[src/hdl/rtqc_pkg.sv]
// ----------------------------------------------------------------------------
// Relay transmit queue package
// Shared widths, register indexes, reset values and request/result types.
// ----------------------------------------------------------------------------
package rtqc_pkg;

  localparam int QUEUE_DEPTH = 32;
  localparam int IDX_W       = $clog2(QUEUE_DEPTH);
  localparam int OCC_W       = $clog2(QUEUE_DEPTH + 1);
  localparam int THR_W       = 6;
  localparam int CMP_W       = (OCC_W > THR_W) ? OCC_W : THR_W;
  localparam int ID_W        = 16;
  localparam int PRI_W       = 3;
  localparam int HDL_W       = 16;
  localparam int ADDR_W      = 4;
  localparam int DATA_W      = 32;

  // A non-zero mark means the congestion flag comes out of reset set.
  localparam logic [7:0] JAM_RESET_MARK = 8'hff;

  localparam logic [THR_W-1:0] HIGH_THR_RST   = THR_W'(24);
  localparam logic [THR_W-1:0] LOW_THR_RST    = THR_W'(8);
  localparam logic [ID_W-1:0]  NODE_COUNT_RST = ID_W'(64);
  localparam logic [ID_W-1:0]  OWN_ID_RST     = ID_W'(0);

  localparam logic REQ_RECEIVE = 1'b0;
  localparam logic REQ_CONFIRM = 1'b1;

  typedef enum logic [1:0] {
    REG_HIGH_THR   = 2'd0,
    REG_LOW_THR    = 2'd1,
    REG_NODE_COUNT = 2'd2,
    REG_OWN_ID     = 2'd3
  } reg_idx_t;

  typedef struct packed {
    logic [ID_W-1:0]  dest;
    logic [PRI_W-1:0] pri;
    logic [HDL_W-1:0] handle;
  } desc_t;

  typedef struct packed {
    logic             req_type;
    logic [ID_W-1:0]  pkt_dest;
    logic [PRI_W-1:0] pkt_pri;
    logic [HDL_W-1:0] pkt_handle;
    logic             tx_success;
  } in_item_t;

  typedef struct packed {
    logic             send_valid;
    logic [ID_W-1:0]  send_dest;
    logic [PRI_W-1:0] send_pri;
    logic [HDL_W-1:0] send_handle;
    logic             jam_valid;
    logic             jam_value;
    logic             dropped;
  } out_item_t;

  // Queue operation requested by the control logic for this cycle.
  typedef struct packed {
    logic  push;
    logic  pop;
    desc_t wr_desc;
  } q_ctl_t;

  // Queue status: occupancy before the operation, head descriptor after it.
  typedef struct packed {
    logic [OCC_W-1:0] occupancy;
    desc_t            rd_desc;
  } q_stat_t;

endpackage

[src/hdl/relay_tx_queue_with_congestion.sv]
// An accepted request is held in the input register, then written to the result register.
// Throughput: one request per cycle while the result is not held waiting for out_ready;
// the input and result registers are the two stages, with queue update and send selection between them.
// Reset (rst_n, synchronous, active low): queue empty, block idle, congestion
// flag set, configuration registers at their default values.
// ----------------------------------------------------------------------------
// Relay transmit queue with congestion indication
// Queues received packet descriptors, keeps one packet outstanding and
// reports congestion changes against configurable occupancy thresholds.
// ----------------------------------------------------------------------------
module relay_tx_queue_with_congestion (
  input  logic                         clk,
  input  logic                         rst_n,
  input  logic                         in_valid,
  output logic                         in_ready,
  input  rtqc_pkg::in_item_t           in_data,
  output logic                         out_valid,
  input  logic                         out_ready,
  output rtqc_pkg::out_item_t          out_data,
  input  logic                         cfg_psel,
  input  logic                         cfg_penable,
  input  logic                         cfg_pwrite,
  input  logic [rtqc_pkg::ADDR_W-1:0]  cfg_paddr,
  input  logic [rtqc_pkg::DATA_W-1:0]  cfg_pwdata,
  output logic [rtqc_pkg::DATA_W-1:0]  cfg_prdata,
  output logic                         cfg_pready
);
  import rtqc_pkg::*;

  logic [THR_W-1:0] high_thr, low_thr;
  logic [ID_W-1:0]  node_count, own_id;

  in_item_t  item_r;
  logic      item_vld_r;
  out_item_t out_r, out_nxt;
  logic      out_vld_r;
  logic      await_r, await_nxt;
  logic      cong_r, cong_nxt;
  logic      fire;

  q_ctl_t  q_ctl;
  q_stat_t q_stat;

  logic [CMP_W-1:0] occ_after;
  logic             do_send;

  rtqc_regs u_regs (
    .clk         (clk),
    .rst_n       (rst_n),
    .cfg_psel    (cfg_psel),
    .cfg_penable (cfg_penable),
    .cfg_pwrite  (cfg_pwrite),
    .cfg_paddr   (cfg_paddr),
    .cfg_pwdata  (cfg_pwdata),
    .cfg_prdata  (cfg_prdata),
    .cfg_pready  (cfg_pready),
    .high_thr    (high_thr),
    .low_thr     (low_thr),
    .node_count  (node_count),
    .own_id      (own_id)
  );

  rtqc_queue u_queue (
    .clk   (clk),
    .rst_n (rst_n),
    .ctl   (q_ctl),
    .stat  (q_stat)
  );

  assign fire     = item_vld_r && (!out_vld_r || out_ready);
  assign in_ready = !item_vld_r || fire;

  always_ff @(posedge clk) begin
    if (!rst_n) begin
      item_vld_r <= 1'b0;
    end else if (in_ready) begin
      item_vld_r <= in_valid;
    end
  end

  always_ff @(posedge clk) begin
    if (in_ready && in_valid) begin
      item_r <= in_data;
    end
  end

  always_comb begin
    q_ctl.push    = 1'b0;
    q_ctl.pop     = 1'b0;
    q_ctl.wr_desc = '{dest: item_r.pkt_dest, pri: item_r.pkt_pri,
                      handle: item_r.pkt_handle};
    out_nxt       = '0;
    await_nxt     = await_r;
    cong_nxt      = cong_r;
    do_send       = 1'b0;
    occ_after     = CMP_W'(q_stat.occupancy);

    if (item_r.req_type == REQ_RECEIVE) begin
      q_ctl.push      = fire && (q_stat.occupancy < OCC_W'(QUEUE_DEPTH));
      out_nxt.dropped = (q_stat.occupancy >= OCC_W'(QUEUE_DEPTH));
      if (q_stat.occupancy < OCC_W'(QUEUE_DEPTH)) begin
        occ_after = CMP_W'(q_stat.occupancy) + CMP_W'(1);
      end
      if (!await_r) begin
        if (occ_after != '0) begin
          do_send   = 1'b1;
          await_nxt = 1'b1;
        end
      end else if ((occ_after > CMP_W'(high_thr)) && !cong_r) begin
        out_nxt.jam_valid = 1'b1;
        out_nxt.jam_value = 1'b1;
        cong_nxt          = 1'b1;
      end
    end else if (await_r && item_r.tx_success) begin
      q_ctl.pop = fire && (q_stat.occupancy != '0);
      if (q_stat.occupancy != '0) begin
        occ_after = CMP_W'(q_stat.occupancy) - CMP_W'(1);
      end
      if (occ_after != '0) begin
        do_send = 1'b1;
        if ((occ_after < CMP_W'(low_thr)) && cong_r) begin
          out_nxt.jam_valid = 1'b1;
          out_nxt.jam_value = 1'b0;
          cong_nxt          = 1'b0;
        end
      end else begin
        await_nxt = 1'b0;
      end
    end

    if (do_send) begin
      out_nxt.send_valid  = 1'b1;
      out_nxt.send_dest   = (q_stat.rd_desc.dest > node_count) ? own_id
                                                               : q_stat.rd_desc.dest;
      out_nxt.send_pri    = q_stat.rd_desc.pri;
      out_nxt.send_handle = q_stat.rd_desc.handle;
    end
  end

  always_ff @(posedge clk) begin
    if (!rst_n) begin
      await_r   <= 1'b0;
      cong_r    <= (JAM_RESET_MARK != '0);
      out_vld_r <= 1'b0;
    end else begin
      if (fire) begin
        await_r <= await_nxt;
        cong_r  <= cong_nxt;
      end
      if (fire) begin
        out_vld_r <= 1'b1;
      end else if (out_ready) begin
        out_vld_r <= 1'b0;
      end
    end
  end

  always_ff @(posedge clk) begin
    if (fire) begin
      out_r <= out_nxt;
    end
  end

  assign out_valid = out_vld_r;
  assign out_data  = out_r;

endmodule

[src/hdl/rtqc_queue.sv]
// ----------------------------------------------------------------------------
// Descriptor queue
// Circular descriptor store with head, tail and occupancy registers.
// ----------------------------------------------------------------------------
module rtqc_queue (
  input  logic            clk,
  input  logic            rst_n,
  input  rtqc_pkg::q_ctl_t  ctl,
  output rtqc_pkg::q_stat_t stat
);
  import rtqc_pkg::*;

  desc_t            store [QUEUE_DEPTH];
  logic [IDX_W-1:0] head_r, head_nxt;
  logic [IDX_W-1:0] tail_r, tail_nxt;
  logic [OCC_W-1:0] occ_r, occ_nxt;
  logic [IDX_W-1:0] rd_idx;

  function automatic logic [IDX_W-1:0] wrap_next(input logic [IDX_W-1:0] i);
    return (i == IDX_W'(QUEUE_DEPTH - 1)) ? '0 : i + IDX_W'(1);
  endfunction

  always_ff @(posedge clk) begin
    if (ctl.push) begin
      store[tail_r] <= ctl.wr_desc;
    end
  end

  always_comb begin
    head_nxt = ctl.pop  ? wrap_next(head_r) : head_r;
    tail_nxt = ctl.push ? wrap_next(tail_r) : tail_r;
    occ_nxt  = occ_r + OCC_W'(ctl.push) - OCC_W'(ctl.pop);
  end

  always_ff @(posedge clk) begin
    if (!rst_n) begin
      head_r <= '0;
      tail_r <= '0;
      occ_r  <= '0;
    end else begin
      head_r <= head_nxt;
      tail_r <= tail_nxt;
      occ_r  <= occ_nxt;
    end
  end

  // The head seen after this cycle's operation. A push into an empty queue
  // lands at the head, so its descriptor is forwarded directly.
  assign rd_idx = head_nxt;

  always_comb begin
    stat.occupancy = occ_r;
    if (ctl.push && (occ_r == '0)) begin
      stat.rd_desc = ctl.wr_desc;
    end else begin
      stat.rd_desc = store[rd_idx];
    end
  end

endmodule

[src/hdl/rtqc_regs.sv]
// ----------------------------------------------------------------------------
// Configuration registers
// APB-style register file for thresholds, node count and local id.
// ----------------------------------------------------------------------------
module rtqc_regs (
  input  logic                         clk,
  input  logic                         rst_n,
  input  logic                         cfg_psel,
  input  logic                         cfg_penable,
  input  logic                         cfg_pwrite,
  input  logic [rtqc_pkg::ADDR_W-1:0]  cfg_paddr,
  input  logic [rtqc_pkg::DATA_W-1:0]  cfg_pwdata,
  output logic [rtqc_pkg::DATA_W-1:0]  cfg_prdata,
  output logic                         cfg_pready,
  output logic [rtqc_pkg::THR_W-1:0]   high_thr,
  output logic [rtqc_pkg::THR_W-1:0]   low_thr,
  output logic [rtqc_pkg::ID_W-1:0]    node_count,
  output logic [rtqc_pkg::ID_W-1:0]    own_id
);
  import rtqc_pkg::*;

  logic [THR_W-1:0] high_thr_r, low_thr_r;
  logic [ID_W-1:0]  node_count_r, own_id_r;
  logic             wr_en;
  reg_idx_t         idx;

  assign cfg_pready = 1'b1;
  assign wr_en      = cfg_psel && cfg_penable && cfg_pwrite && cfg_pready;
  assign idx        = reg_idx_t'(cfg_paddr[3:2]);

  always_ff @(posedge clk) begin
    if (!rst_n) begin
      high_thr_r   <= HIGH_THR_RST;
      low_thr_r    <= LOW_THR_RST;
      node_count_r <= NODE_COUNT_RST;
      own_id_r     <= OWN_ID_RST;
    end else if (wr_en) begin
      unique case (idx)
        REG_HIGH_THR:   high_thr_r   <= cfg_pwdata[THR_W-1:0];
        REG_LOW_THR:    low_thr_r    <= cfg_pwdata[THR_W-1:0];
        REG_NODE_COUNT: node_count_r <= cfg_pwdata[ID_W-1:0];
        REG_OWN_ID:     own_id_r     <= cfg_pwdata[ID_W-1:0];
        default: ;
      endcase
    end
  end

  always_comb begin
    unique case (idx)
      REG_HIGH_THR:   cfg_prdata = DATA_W'(high_thr_r);
      REG_LOW_THR:    cfg_prdata = DATA_W'(low_thr_r);
      REG_NODE_COUNT: cfg_prdata = DATA_W'(node_count_r);
      REG_OWN_ID:     cfg_prdata = DATA_W'(own_id_r);
      default:        cfg_prdata = '0;
    endcase
  end

  assign high_thr   = high_thr_r;
  assign low_thr    = low_thr_r;
  assign node_count = node_count_r;
  assign own_id     = own_id_r;

endmodule
[config.mk]
export PLATFORM = sky130hd
export DESIGN_NAME = relay_tx_queue_with_congestion
export DESIGN_NICKNAME = d
export VERILOG_FILES = /design/src/hdl/rtqc_pkg.sv /design/src/hdl/relay_tx_queue_with_congestion.sv /design/src/hdl/rtqc_queue.sv /design/src/hdl/rtqc_regs.sv
export SDC_FILE = /design/constraint.sdc
export NUM_CORES = 1
export LEC_CHECK = 0
export BUFFER_PORTS_ARGS = -buffer_cell sky130_fd_sc_hd__buf_2
export CORE_AREA = 2 2 349 351
export CTS_CLUSTER_DIAMETER = 120
export DETAILED_ROUTE_END_ITERATION = 10
export DIE_AREA = 0 0 351 353
export HOLD_SLACK_MARGIN = 0.15
export SYNTH_ARGS = -nofsm -noshare
export SYNTH_HDL_FRONTEND = slang
export SYNTH_SLANG_ARGS = --single-unit
[constraint.sdc]
create_clock -name clk -period 12.2 [get_ports clk]
set_input_delay 0 -clock clk [delete_from_list [all_inputs] [get_ports clk]]
set_output_delay 0 -clock clk [all_outputs]
set_load 0.02 [all_outputs]
# Word level (Yosys, flattened, before mapping)
# Memories as Yosys holds them, arrays and structs flattened.
# Cells that the tools add are included.
dict set report totals {
  in_bits 80
  ramBits 1120
  regBits 140
  wordCells 113
  out_inout_bits 74
  mem_count 1
}
dict set report op_classes {
  addsub 6
  reduce_logical 29
  n_mux 40
  n_lt_le_gt_ge 5
  eq_ne 9
}
# name depth word_bits read_ports rd_ports_with_merged_regs write_ports line
set memory_table {}
lappend memory_table {u_queue.store 32 35 1 0 1 rtqc_queue.sv:13} ;# desc_t store [QUEUE_DEPTH];
# op count
set ops {}
lappend ops {{32-bit one-hot mux with 4 select lines} 1}
lappend ops {{36-bit two-way mux} 1}
lappend ops {{35-bit two-way mux} 1}
lappend ops {{6-bit two-way mux} 5}
lappend ops {{1-bit two-way mux} 22}
lappend ops {{6-bit nonzero test} 3}
lappend ops {{16-bit > comparator} 1}
lappend ops {{16-bit two-way mux} 1}
lappend ops {{5-bit two-way mux} 3}
lappend ops {{2-bit two-way mux} 6}
lappend ops {{5-bit by 1-bit adder with 5-bit output (second input constant)} 2}
lappend ops {{5-bit == test (second input constant)} 2}
lappend ops {{1-bit logical AND} 10}
lappend ops {{2-bit AND reduction} 4}
lappend ops {{6-bit by 1-bit adder with 6-bit output} 1}
lappend ops {{6-bit by 1-bit adder with 6-bit output (second input constant)} 1}
lappend ops {{6-bit greater-or-equal comparator (second input constant)} 1}
lappend ops {{6-bit > comparator} 1}
lappend ops {{6-bit zero test} 1}
lappend ops {{6-bit < comparator} 1}
lappend ops {{6-bit < comparator (second input constant)} 1}
lappend ops {{2-bit by 1-bit != test with 1-bit output (second input constant)} 3}
lappend ops {{6-bit AND reduction} 1}
lappend ops {{2-bit nonzero test} 3}
lappend ops {{other kinds (9)} 13}

# Logic depth before layout (Yosys ltp)
# An unclocked memory read counts as a cell.
dict set report logic_depth {
  word_depth 12
  ltp_mapped 25
  depth_no_buf 20
}

# Hierarchy
# A second synthesis with hierarchy kept.
dict set report hier_totals {
  hier_cells 2997
  hier_area_um2 51413.1
}
# mod n_inst seq_area_each_um2 area_each_um2 cells_per_inst
set modules_own_cells {}
lappend modules_own_cells {rtqc_queue 1 33952.6 45293.4 2472}
lappend modules_own_cells {relay_tx_queue_with_congestion 1 2362.3 3956.3 309}
lappend modules_own_cells {rtqc_regs 1 880.8 2163.3 216}

# Worst setup path after synthesis
# OpenSTA, ideal clock, no wires.
dict set report synth_timing {
  kind {register to register}
  from {reg u_queue.occ_r[5]}
  to {reg out_r (netlist bit out_data[23]), data pin}
  stages_incl_launch_ff 25
  setup_time_ns 0.145
  path_buffers 6
  path_slack_ns 7.384
  t_arrival_ns 4.671
  period_less_slack_ns 4.816
  path_cell_list {dfxtp_1 > clkbuf_1 > inv_1 > ha_1 > and3_1 > buf_2 > o41a_1 > a21o_1 > buf_6 > buf_6 > buf_2 > nand2_1 > a32oi_1 > a32o_1 > nor4_2 > nor2_1 > ha_1 > nand3_1 > nor3_1 > nand2_1 > nor4_1 > o21a_1 > clkbuf_1 > o21ai_0 > o21ai_1}
}
dict set report synth_via {
  elab_chain_len 9
}
# element line
set synth_rtl {}
lappend synth_rtl {{start, declared} rtqc_queue.sv:16} ;# logic [OCC_W-1:0] occ_r, occ_nxt;
lappend synth_rtl {{start signal, assigned} rtqc_queue.sv:43} ;# occ_r <= occ_nxt;
lappend synth_rtl {{6-bit nonzero test} {relay_tx_queue_with_congestion.sv:115, relay_tx_queue_with_congestion.sv:116}}
lappend synth_rtl {{1-bit logical AND} relay_tx_queue_with_congestion.sv:115} ;# q_ctl.pop = fire && (q_stat.occupancy != '0);
lappend synth_rtl {{1-bit two-way mux} relay_tx_queue_with_congestion.sv:114} ;# end else if (await_r && item_r.tx_success) begin
lappend synth_rtl {{1-bit two-way mux} relay_tx_queue_with_congestion.sv:98} ;# if (item_r.req_type == REQ_RECEIVE) begin
lappend synth_rtl {{5-bit two-way mux} rtqc_queue.sv:30} ;# head_nxt = ctl.pop ? wrap_next(head_r) : head_r;
lappend synth_rtl {{memory read 32 x 35 bit} --}
lappend synth_rtl {{35-bit two-way mux} rtqc_queue.sv:53} ;# if (ctl.push && (occ_r == '0)) begin
lappend synth_rtl {{16-bit > comparator} relay_tx_queue_with_congestion.sv:133} ;# out_nxt.send_dest = (q_stat.rd_desc.dest > node_count) ? own_id
lappend synth_rtl {{16-bit two-way mux} relay_tx_queue_with_congestion.sv:133}
lappend synth_rtl {{end signal, assigned} relay_tx_queue_with_congestion.sv:160} ;# out_r <= out_nxt;
lappend synth_rtl {{end, declared} relay_tx_queue_with_congestion.sv:35} ;# out_item_t out_r, out_nxt;
# Parallel ways exist; a longest one is shown, timed or not. The select of a mux whose other input is x is not followed.
# A chain may end at the register's enable or synchronous reset.

# Worst setup path in the final report
dict set report layout_timing {
  from {reg u_queue.occ_r[3]}
  to {reg out_r (netlist bit out_data[22]), data pin}
}
# Same word-level chain as after synthesis.

==> impl_metrics.env <==
export IMPL_status="complete, no violations"
export IMPL_final_max_slew_viol_count=0
export IMPL_synthToLayoutAreaGrowth_pct=14.9
export IMPL_dp_final_hpwl_um=85000
export IMPL_leakage_power_nw=20.9
export IMPL_number_of_antenna_violations_at_the_first_check_in_global_routing=2
export IMPL_first_global_vias=34000
export IMPL_power_density_over_the_cells_mw_per_mm2=151
export IMPL_placement_rows=128
export IMPL_vias_per_cell=5.84
export IMPL_clock_latency_late_sink_ns=0.77
export IMPL_clock_sink_count=1260
export IMPL_place_inst=5647
export IMPL_gr_usage_met1_pct=31.8
export IMPL_fin_crit_sh_pct=65.2
export IMPL_root_buffer_cell="sky130_fd_sc_hd__clkbuf_16"
export IMPL_synthTopCellsByArea="sky130_fd_sc_hd__edfxtp_1 (67%), sky130_fd_sc_hd__nand2_1 (5.5%), sky130_fd_sc_hd__mux2i_1 (4.5%), sky130_fd_sc_hd__nand3_1 (3.0%), sky130_fd_sc_hd__dfxtp_1 (2.4%)"
export IMPL_port_buffers=118
export IMPL_holdCritPathClass="primary input to register"
export IMPL_timing_final_ws_setup_ns=4.24
export IMPL_timing_critical_path_to_type="register"
export IMPL_avgSynthCellArea_sq_um=13.2
export IMPL_route_detailed_wl_per_inst_um=25.0
export IMPL_htree_num_levels=4
export IMPL_vdd_ir_drop_max_uv=143
export IMPL_finalHoldViolations=0
export IMPL_timing_max_slew_rel_slack_pct=18.2
export IMPL_post_route_util_pct=51.1
export IMPL_die_ar_sq_mm=0.124
export IMPL_final_layout_net_count=4417
export IMPL_drive_gt1_share_pct=12.0
export IMPL_antenna_cells=0
export IMPL_gr_usage_met3_pct=3.55
export IMPL_finalCriticalPeriod_ns=7.96
export IMPL_die_height_um=353
export IMPL_worstPathArrival_ns=8.58
export IMPL_grt_use_total_pct=24.0
export IMPL_yosys_cell_types_count=89
export IMPL_category_of_the_critical_setup_timing_path="register to register"
export IMPL_post_cts_setup_buffers=0
export IMPL_gr_max_usage_layer="met2"
export IMPL_routabilityCongestion=0.812
export IMPL_worstMarginPinSlew_ns=1.23
export IMPL_post_synth_top_area_fraction_pct=67.0
export IMPL_postRouteWirelength_um=150000
export IMPL_grt_remaining_overflow=0
export IMPL_num_io_pins=154
export IMPL_drv_cap=0
export IMPL_chipWidth_um=351
export IMPL_synth_cell_area_sq_mm=0.0536
export IMPL_dr_total_vias=35100
export IMPL_drt_first_iter_violations=3107
export IMPL_final_cell_count_no_fill=6007
export IMPL_setup_tns_ns=0
export IMPL_synth_edff_count=1196
export IMPL_cts_inserted_buffers=132
export IMPL_postSynth_asyncResetShare_pct=0
export IMPL_yosysWarnings=0
export IMPL_antenna_violating_nets_post_route=0
export IMPL_yosys_most_used_dff="sky130_fd_sc_hd__edfxtp_1"
export IMPL_route_detailed_drc=0
export IMPL_core_area_sq_mm=0.121
export IMPL_preCtsSetupSlack_ns=4.20
export IMPL_grt_pass1_wl_um=222000
export IMPL_drt_first_pass_iters=7
export IMPL_most_common_cell_after_layout_fill_and_taps_aside="sky130_fd_sc_hd__edfxtp_1"
export IMPL_mostFrequentLayoutCells="sky130_fd_sc_hd__edfxtp_1 (1,196), sky130_fd_sc_hd__nand2_1 (784), sky130_fd_sc_hd__nand3_1 (321), sky130_fd_sc_hd__mux2i_1 (239), sky130_fd_sc_hd__clkbuf_16 (134)"
export IMPL_cts_tree="done"
export IMPL_postSynthRegisterBits=1260
export IMPL_yosys_area_top_type="sky130_fd_sc_hd__edfxtp_1"
export IMPL_synth_seq_area_share_pct=69.4
export IMPL_cts_buffer_depth=3
export IMPL_globalRouteMet2Util_pct=40.0
export IMPL_fin_skew_ns=0.0254
export IMPL_whs_ns=0.213
export IMPL_syn_instance_count=4071
export IMPL_top_achievable_clock_speed_mhz=126
export IMPL_rsz0062_at_grt="false"
export IMPL_cp_data_required_time_ns=12.82
export IMPL_startpoint_type="register"
export IMPL_cts_clk_slew_worst_paths_ns=0.06
export IMPL_report_final_setup_viol=0
export IMPL_grt_max_degree=175
export IMPL_start_util_pct=44.5
export IMPL_critical_path_peak_fanout=131
==> routing by layer <==
| layer | share of wire [%] | up-vias |
|---|---|---|
| li1 | - | 15800 |
| met1 | 42 | 17800 |
| met2 | 49 | 1231 |
| met3 | 5.7 | 287 |
| met4 | 3.6 | 2 |
| met5 | 0.0086 | - |
==> final cells by class <==
type,instances,area [sq um]
Timing Repair Buffer,350,2690
Multi-Input combinational cell,2493,15300
Sequential cell,1260,37200
Tap cell,1625,2030
Fill cell,10100,59000
Clock buffer,163,3510
Inverter,47,179
Clock inverter,69,716
==> state kept, by name, indices dropped and copies added, names as in the netlist, 5 cells and up <==
name               flops
u_queue.store       1120
u_queue.head_r         5
u_queue.tail_r         5
u_regs.low_thr         6
u_queue.occ_r          6
out_data              39
u_regs.node_count     16
u_regs.own_id         16
item_r                37
u_regs.high_thr        6
==> power by group <==
group	switching, mW	internal [mW]	leakage, nW
combinational	0.327	0.187	7.46
clock	1.70	2.25	2.08
sequential	0.0477	4.77	11.3
total	2.08	7.21	20.9
==> through the flow <==
stage | total power [mW] | instance area [sq um]
6_report | 9.29 | 61600
3_3_place_gp | 5.39 | 56100
5_1_grt | 9.57 | 61600
4_1_cts | 9.34 | 61600
2_1_floorplan | 5.21 | 53700
3_5_place_dp | 5.40 | 56100
==> synth_stat cells, types with 25 or more instances <==
cell	number
sky130_fd_sc_hd__ha_1	52
sky130_fd_sc_hd__a21oi_1	98
sky130_fd_sc_hd__edfxtp_1	1196
sky130_fd_sc_hd__a21boi_0	39
sky130_fd_sc_hd__nor3_1	83
sky130_fd_sc_hd__buf_2	114
sky130_fd_sc_hd__o21ai_0	52
sky130_fd_sc_hd__a31oi_1	86
sky130_fd_sc_hd__a211oi_1	67
sky130_fd_sc_hd__nor2b_1	27
sky130_fd_sc_hd__nand3_1	321
sky130_fd_sc_hd__nand2_1	785
sky130_fd_sc_hd__o211ai_1	37
sky130_fd_sc_hd__and3_1	87
sky130_fd_sc_hd__o21ai_1	25
sky130_fd_sc_hd__dfxtp_1	64
sky130_fd_sc_hd__inv_1	44
sky130_fd_sc_hd__a32o_1	34
sky130_fd_sc_hd__mux2i_1	239
sky130_fd_sc_hd__nor2_1	134
sky130_fd_sc_hd__clkbuf_1	121
==> worst max-delay path, stage by stage, from the launching register on <==
cell                       delay [ns]
sky130_fd_sc_hd__dfxtp_1         0.38
sky130_fd_sc_hd__inv_1           0.24
sky130_fd_sc_hd__ha_1            0.33
sky130_fd_sc_hd__nand3_2         0.25
sky130_fd_sc_hd__nand4_4         0.16
sky130_fd_sc_hd__buf_4           0.61
sky130_fd_sc_hd__inv_4           0.51
sky130_fd_sc_hd__a21oi_4         0.82
sky130_fd_sc_hd__buf_12          0.60
sky130_fd_sc_hd__o21ai_2         0.48
sky130_fd_sc_hd__o22ai_1         0.28
sky130_fd_sc_hd__nor3_1          0.08
sky130_fd_sc_hd__nor4_2          0.61
sky130_fd_sc_hd__nor2_1          0.10
sky130_fd_sc_hd__ha_1            0.29
sky130_fd_sc_hd__nand3_1         0.10
sky130_fd_sc_hd__nor3_1          0.31
sky130_fd_sc_hd__nand2_1         0.16
sky130_fd_sc_hd__a21oi_1         0.15
sky130_fd_sc_hd__a211oi_1        0.12
sky130_fd_sc_hd__nor3b_2         0.91
sky130_fd_sc_hd__a22o_1          0.26
==> what timing repair did <==
action                    4_1_cts  5_1_grt
gates resized for setup         0        0
hold buffers                  128        0
hold endpoints to repair      104        0
==> final timing paths <==
path	startpoint	to	slack, ns	cells after the start
min	cfg_paddr[2]	u_regs.low_thr[0]	0.21	4
max	u_queue.occ_r[3]	out_data[22]	4.24	21
min reg2reg	u_regs.own_id[6]	u_regs.own_id[6]	0.49	2
max reg2reg	u_queue.occ_r[3]	out_data[22]	4.24	21
==> logic make-up (layout without fill, tap and decap cells) <==
group / count (synthesis) / after routing / share of synthesized area, %
and+or+nand+nor: 1525 / 1525 / 13.0
DFF: 1260 / 1260 / 69.4
AOI/OAI and AO/OA: 621 / 621 / 8.21
buffers and inverters: 333 / 629 / 2.82
muxes: 264 / 264 / 5.13
adders and majority gates: 53 / 53 / 1.25
xor gates and xnor gates: 13 / 13 / 0.212
other: 2 / 17 / 0.0140
Power figures use the tool's default switching activity.
